[src/design/chad_pkg.sv]
// Shared constants, phase codes and event codes for the archive decoder.
`default_nettype none
package chad_pkg;
    localparam int MAX_SYMBOLS_DEF  = 512;
    localparam int MAX_CODE_LEN_DEF = 32;
    localparam int FIELD_BITS       = 9;

    localparam logic [2:0] PH_COUNT   = 3'd0;
    localparam logic [2:0] PH_SYMBOLS = 3'd1;
    localparam logic [2:0] PH_LENGTHS = 3'd2;
    localparam logic [2:0] PH_NAME    = 3'd3;
    localparam logic [2:0] PH_CONTENT = 3'd4;
    localparam logic [2:0] PH_DONE    = 3'd5;
    localparam logic [2:0] PH_ERROR   = 3'd6;

    localparam logic [2:0] EV_NAME_BYTE    = 3'd0;
    localparam logic [2:0] EV_NAME_END     = 3'd1;
    localparam logic [2:0] EV_CONTENT_BYTE = 3'd2;
    localparam logic [2:0] EV_FILE_END     = 3'd3;
    localparam logic [2:0] EV_ARCHIVE_END  = 3'd4;
    localparam logic [2:0] EV_ERROR        = 3'd5;

    localparam logic [8:0] SYM_NAME_END    = 9'd256;
    localparam logic [8:0] SYM_FILE_END    = 9'd257;
    localparam logic [8:0] SYM_ARCHIVE_END = 9'd258;

    typedef struct packed {
        logic [2:0] kind;
        logic [7:0] value;
        logic       last;
    } event_t;
endpackage
`default_nettype wire

[src/design/chad_out_reg.sv]
// One-entry output register that holds an event word until it is taken.
`default_nettype none
module chad_out_reg
    import chad_pkg::*;
(
    input  wire logic   aclk,
    input  wire logic   aresetn,
    input  wire logic   in_valid,
    output logic        in_ready,
    input  wire event_t in_event,
    output logic        m_valid,
    input  wire logic   m_ready,
    output event_t      m_event
);
    logic   valid_reg;
    event_t event_reg;

    assign in_ready = !valid_reg || m_ready;
    assign m_valid  = valid_reg;
    assign m_event  = event_reg;

    always_ff @(posedge aclk) begin
        if (!aresetn) begin
            valid_reg <= 1'b0;
        end else if (in_ready) begin
            valid_reg <= in_valid;
        end
        if (in_ready && in_valid) begin
            event_reg <= in_event;
        end
    end
endmodule
`default_nettype wire
[config.mk]
export PLATFORM = sky130hd
export DESIGN_NAME = chad_out_reg
export DESIGN_NICKNAME = d
export VERILOG_FILES = /design/src/design/chad_pkg.sv /design/src/design/chad_out_reg.sv
export SDC_FILE = /design/constraint.sdc
export NUM_CORES = 1
export LEC_CHECK = 0
export BUFFER_PORTS_ARGS = -buffer_cell sky130_fd_sc_hd__buf_2
export CAP_MARGIN = 20
export CORE_AREA = 10 10 47 49
export CTS_BUF_LIST = sky130_fd_sc_hd__clkbuf_4 sky130_fd_sc_hd__clkbuf_8
export CTS_CLUSTER_DIAMETER = 50
export DETAILED_ROUTE_END_ITERATION = 12
export DIE_AREA = 0 0 57 59
export GPL_ROUTABILITY_DRIVEN = 0
export PLACE_DENSITY = 0.61
export SYNTH_ARGS = -nofsm -noshare
export SYNTH_HDL_FRONTEND = slang
export SYNTH_SLANG_ARGS = --single-unit
export TNS_END_PERCENT = 10
[constraint.sdc]
create_clock -name aclk -period 1.17 [get_ports aclk]
set_clock_uncertainty 0.15 [all_clocks]
set_input_delay 0.117 -clock aclk [delete_from_list [all_inputs] [get_ports aclk]]
set_output_delay 0.117 -clock aclk [all_outputs]
set_load 0.005 [all_outputs]
==> results by group, run 1 <==
Drt
  – Vias per Instance: 3.86
  – 1st-pass router iterations: 2
  – Detail Route Antenna Nets: 0
  – DR iter-0 viols: 1
  – DRC Markers: 0
  – Drt wl/cell: 13.5 um
  – Via count: 309
  – Routed WL: 1.08 mm

Global routing
  – Global-route usage over all layers: 6.26%
  – Initial antenna violation count: 0
  – Number of global-route vias before repair: 358
  – GRT Residual Overflow: 0
  – Largest net degree at the start of global routing: 13
  – First-pass GRT wire length: 1.65 mm

Final layout
  – Area grow syn2layout: 80.2%
  – Antenna diode count: 0
  – Layout Cells excl Fill: 80
  – Multi-input logic area: 33.8 um2
  – Layout cells sized above 1: 56.3%
  – Register area: 380 um2
  – Nets@finish: 81
  – Fill cells: 118

Timing
  – Post-route setup slack: 0.0148 ns
  – Crit path time final: 1.16 ns
  – Fin. Hold Viols: 1
  – Worst slew pin tran: 0.152 ns
  – RSZ-0062 raised after global routing: false
  – Period utilization: 98.7%
  – Final setup fails: 0
  – Fmax: 0.866 GHz
  – Hold_ws: -0.00790 ns
  – Slew headroom: 89.8%
  – Max-slew violation count: 0
  – Setup TNS Final: 0 ns

Pwr
  – Cell leakage power: 0.336 nW
  – Comb pwr share: 12.0%
  – Clock power share: 29.6%
  – PwrDens: 1240 nW/um2
  – P_sw: 168 uW
  – Sequential share of power: 58.4%
  – Worst VDD drop: 0.000676 V
  – Switch share: 18.0%
  – Pint: 766 uW
  – Total power: 935 uW

Setup path
  – CP Class: in2reg
  – Startpoint types: input pin
  – CP bufs+invs: 2
  – Required time of the critical path: 0.98 ns
  – Arr. time, crit path: 0.97 ns
  – Slowest stage delay, CP: 0.53 ns
  – Crit end category: register
  – Top delay family on crit path: buffers and inverters
  – CP Max Fanout: 12
  – Crit-path cells: dlygate4sd3_1, buf_2, and2_4
  – CP max stage cell: dlygate4sd3_1

Clock network
  – Longest Clk Path Bufs: 2
  – Number of gates resized after CTS: 0
  – Worst-path clk slew: 0.07 ns
  – H-tree levels: 1
  – Clock Root Buffer: clkbuf_4
  – Num CTS Buffers: 3
  – CTS tree: done
  – Hold buffers post-CTS: 14
  – Post-CTS Setup Bufs: 0
  – Clock tree sinks: 13
  – Clock Latency Late Sink: 0.26 ns

Floorplanning
  – IO Pins: 30
  – Die area: 3360 um2
  – Die X: 57 um
  – Row cnt: 14
  – Chip height: 59 um
  – Initial Util: 29.8%
  – Core area: 1400 um2

Yosys
  – Multiplexer share of the synthesized area: 0%
  – Yosys warning count: 0
  – Synth Area in Simple Gates: 5.39%
  – Largest cells by area after synthesis: edfxtp_1 (86%), dfxtp_1 (4.8%), nand2b_4 (3.3%), a21boi_2 (2.7%), and2_4 (2.1%)
  – Netlist cell types: 6
  – Main combinational cell family by area after synthesis: simple AND/OR/NAND/NOR gates
  – Compound-Gate Fraction of Synth Area: 2.69%
  – Number of synthesized register bits: 13
  – Avg Cell Area, Syn: 24.6 um2
  – Synth Area in Adders: 0%
  – Post-Syn Area: 418 um2
  – Dominant cell type by area after synthesis: edfxtp_1
  – Yosys top cell area share: 86.2%
  – Post-Synth XOR/XNOR Area: 0%
  – Synth Instances: 17
  – Synthesized net count: 33
  – Post-synthesis sequential area ratio: 91.0%

Status
  – Status: complete, but fails checks
  – Violated checks: negative hold slack

Placement
  – DP HPWL: 774 um
  – Placed Cells: 62
  – Worst slack, placed: 0.0761 ns
  – IO Port Bufs: 29

Job
  – Max_cap viols: 0

Hold path
  – Min-Delay Path Class: in2reg
-- final cells by class --
class	count	share of cell area, %
clock buffer	4	3.99
timing repair buffer	43	37.9
multi-input combinational	3	4.49
tap	16	2.66
sequential	13	50.5
inverter	1	0.498
-- metrics by stage --
stage,instance area (um2),util (%)
after floorplan,418,-
after global placement,583,41.6
after detailed placement,583,41.6
after CTS,753,53.8
after global routing,753,53.8
final,753,53.8
-- per-layer routing --
metal	global-route usage, %	share of wire, %	wire length, um
met1	5.67	33	354
met5	0	0	0
met3	3.22	9.0	97
met2	11.8	58	630
met4	2.01	0	0
-- synth_stat cells --
master    count
a21boi_2      1
and2_4        1
dfxtp_1       1
edfxtp_1     12
inv_1         1
nand2b_4      1
-- logic make-up (layout without fill, tap and decap cells) --
kind of cell | after synthesis | after routing
buffers and inverters | 1 | 48
flip-flops | 13 | 13
AO/OA/AOI/OAI | 1 | 1
AND/OR/NAND/NOR | 2 | 2
-- layout by cell type, fill, tap and decap left out --
| cell type | count |
|---|---|
| nand2b_4 | 1 |
| buf_2 | 29 |
| dfxtp_1 | 1 |
| dlygate4sd3_1 | 14 |
| a21boi_2 | 1 |
| and2_4 | 1 |
| inv_1 | 1 |
| edfxtp_1 | 12 |
| clkbuf_4 | 4 |
-- worst register-to-register path: stages (launching register included) --
cell and delay, ns:
dfxtp_1 0.33, nand2b_4 0.08, and2_4 0.23
-- power by group through the flow --
| stage | registers (mW) | clock network (mW) | logic [mW] |
|---|---|---|---|
| 2_1_floorplan | 0.561 | 0 | 0.0179 |
| 3_3_place_gp | 0.556 | 0 | 0.0772 |
| 3_5_place_dp | 0.557 | 0 | 0.0776 |
| 4_1_cts | 0.546 | 0.288 | 0.114 |
| 5_1_grt | 0.548 | 0.310 | 0.124 |
| 6_report | 0.546 | 0.276 | 0.113 |
-- path summary, 6_finish.rpt --
kind	start	endpoint	slack, ns	cells after the start
worst min register to register	m_valid$_SDFFE_PN0P_	m_valid$_SDFFE_PN0P_	0.35	2
worst max-delay path	in_valid	m_event[4]$_DFFE_PP_	0.01	3
worst max register to register	m_valid$_SDFFE_PN0P_	m_event[4]$_DFFE_PP_	0.08	2
worst min-delay path	m_ready	m_valid$_SDFFE_PN0P_	-0.008	3
-- flip-flops by register name (all words and copies together) (netlist names) --
name     flops
m_event     12
m_valid      1
Note: power is estimated with default switching activity, not from simulation.
==> inputs of run 2 (changes only) <==
--- a/config.mk
+++ b/config.mk
@@ -13,6 +13,8 @@
 export DETAILED_ROUTE_END_ITERATION = 12
 export DIE_AREA = 0 0 57 59
 export GPL_ROUTABILITY_DRIVEN = 0
+export GPL_TIMING_DRIVEN = 0
+export MAX_ROUTING_LAYER = met4
 export PLACE_DENSITY = 0.61
 export SYNTH_ARGS = -nofsm -noshare
 export SYNTH_HDL_FRONTEND = slang
==> results by group, run 2 (same netlist as run 1, synthesis figures left out) <==
Floorplanning
  – Core area: 1400 um2 (unchanged)
  – Row cnt: 14 (unchanged)
  – IO Pins: 30 (unchanged)
  – Initial Util: 29.8% (unchanged)
  – Die area: 3360 um2 (unchanged)
  – Die X: 57 um (unchanged)
  – Chip height: 59 um (unchanged)

Global routing
  – Largest net degree at the start of global routing: 13 (unchanged)
  – Initial antenna violation count: 0 (unchanged)
  – GRT Residual Overflow: 0 (unchanged)
  – Global-route usage over all layers: 6.40% (+0.13 points)
  – First-pass GRT wire length: 1.62 mm (-1.7%)
  – Number of global-route vias before repair: 370 (+3.4%)

Clock network
  – Worst-path clk slew: 0.07 ns (about the same)
  – Num CTS Buffers: 3 (unchanged)
  – Clock Root Buffer: clkbuf_4
  – Post-CTS Setup Bufs: 0 (unchanged)
  – Clock tree sinks: 13 (unchanged)
  – Longest Clk Path Bufs: 2 (unchanged)
  – CTS tree: done
  – Clock Latency Late Sink: 0.26 ns (about the same)
  – H-tree levels: 1 (unchanged)

Placement
  – Placed Cells: 62 (unchanged)
  – Worst slack, placed: 0.0645 ns (-0.0116 ns)
  – DP Area: 583 um2 (unchanged)
  – IO Port Bufs: 29 (unchanged)

Timing
  – Post-route setup slack: 0.0662 ns (+0.0514 ns)
  – Final setup fails: 0 (unchanged)
  – Worst slew pin tran: 0.164 ns (+0.0120 ns)
  – Crit path time final: 1.10 ns (-0.0514 ns)
  – Fmax: 0.906 GHz (+4.7%)
  – Period utilization: 94.3% (-4.4 points)
  – Setup TNS Final: 0 ns (unchanged)
  – Slew headroom: 89.0% (-0.80 points)
  – Fin. Hold Viols: 1 (unchanged)
  – RSZ-0062 raised after global routing: false
  – Max-slew violation count: 0 (unchanged)
  – Hold_ws: -0.00419 ns (+0.00371 ns)

Status
  – Violated checks: negative hold slack
  – Status: complete, but fails checks

Final layout
  – Area grow syn2layout: 80.8%
  – Antenna diode count: 0 (unchanged)
  – Max reg flops: 12 (unchanged)
  – Layout Cells excl Fill: 80 (unchanged)
  – Final instance area: 756 um2 (+0.33%)
  – Most frequent cells in the layout: buf_2 (29), dlygate4sd3_1 (13), edfxtp_1 (12), clkbuf_4 (4)
  – Leading cell type in the layout, fill and taps excluded: buf_2
  – Nets@finish: 81 (unchanged)
  – Layout cells sized above 1: 56.3% (unchanged)
  – Post-layout util: 53.9% (+0.18 points)

Drt
  – 1st-pass router iterations: 3 (+1)
  – Via count: 306 (-0.97%)
  – Drt wl/cell: 13.4 um (-0.92%)
  – Detail Route Antenna Nets: 0 (unchanged)
  – Vias per Instance: 3.83 (-0.97%)
  – DR iter-0 viols: 3 (+2)
  – Routed WL: 1.07 mm (-0.92%)
  – DRC Markers: 0 (unchanged)

Setup path
  – CP Max Fanout: 12 (unchanged)
  – Cell count of the worst reg-to-reg path: 2 (unchanged)
  – Crit end category: register
  – CP Class: reg2reg
  – Arr. time, crit path: 0.92 ns (-0.05 ns)
  – Startpoint types: register
  – Required time of the critical path: 0.98 ns (about the same)

Pwr
  – Cell leakage power: 0.345 nW (+2.6%)
  – Worst VDD drop: 0.000596 V (-12%)
  – PwrDens: 1250 nW/um2 (+0.46%)

Hold path
  – Hold Path Depth: 3 (unchanged)
  – Min-Delay Path Class: in2reg

Job
  – Max_cap viols: 0 (unchanged)
-- run 2: changes by cell type in the layout (fill, tap and decap cells not counted) --
| cell | before | now |
|---|---|---|
| dlygate4sd3_1 | 14 | 13 |
| dlymetal6s4s_1 | 0 | 1 |
-- run 2: final cells by class --
class	instances	area [um2]
Inverter	1	3.75
Fill cell	131	646
Timing Repair Buffer	43	288
Tap cell	16	20.0
Multi-Input combinational cell	3	33.8
Sequential cell	13	380
Clock buffer	4	30.0
-- run 2: where the power goes --
group          switching [mW]  internal (mW)
registers             0.00666          0.539
clock network           0.128          0.155
logic                  0.0404         0.0734
-- run 2: path summary, 6_finish.rpt --
check	to	startpoint	slack, ns
max	m_event[1]$_DFFE_PP_	m_valid$_SDFFE_PN0P_	0.07
min reg2reg	m_valid$_SDFFE_PN0P_	m_valid$_SDFFE_PN0P_	0.36
min	m_valid$_SDFFE_PN0P_	m_ready	-0.004
max reg2reg	m_event[1]$_DFFE_PP_	m_valid$_SDFFE_PN0P_	0.07
-- run 2: per-stage QoR --
step / total power, mW / hold WS, ns
2_1_floorplan: 0.579 / 0.0659
3_3_place_gp: 0.631 / 0.145
3_5_place_dp: 0.634 / 0.146
4_1_cts: 0.952 / -0.0129
5_1_grt: 0.985 / 0.00356
6_report: 0.942 / -0.00419
-- run 2: per-layer routing --
layer  GRT usage [%]  vias to the layer above  routed length [um]
met4            3.02                        0                   0
met5               -                        -                   0
li1                -                      157                   -
met3            2.79                        0                  78
met1            5.30                      137                 391
met2            11.9                       12                 603
-- run 2: what timing repair did --
item	CTS	global route
gates resized for setup	0	1
hold buffers	14	0
hold endpoints to repair	13	0
setup endpoints to repair	0	4
-- run 2: worst max-delay path: stages (launching register included) --
cell and delay, ns:
dfxtp_1 0.34, nand2b_4 0.08, and2_4 0.24
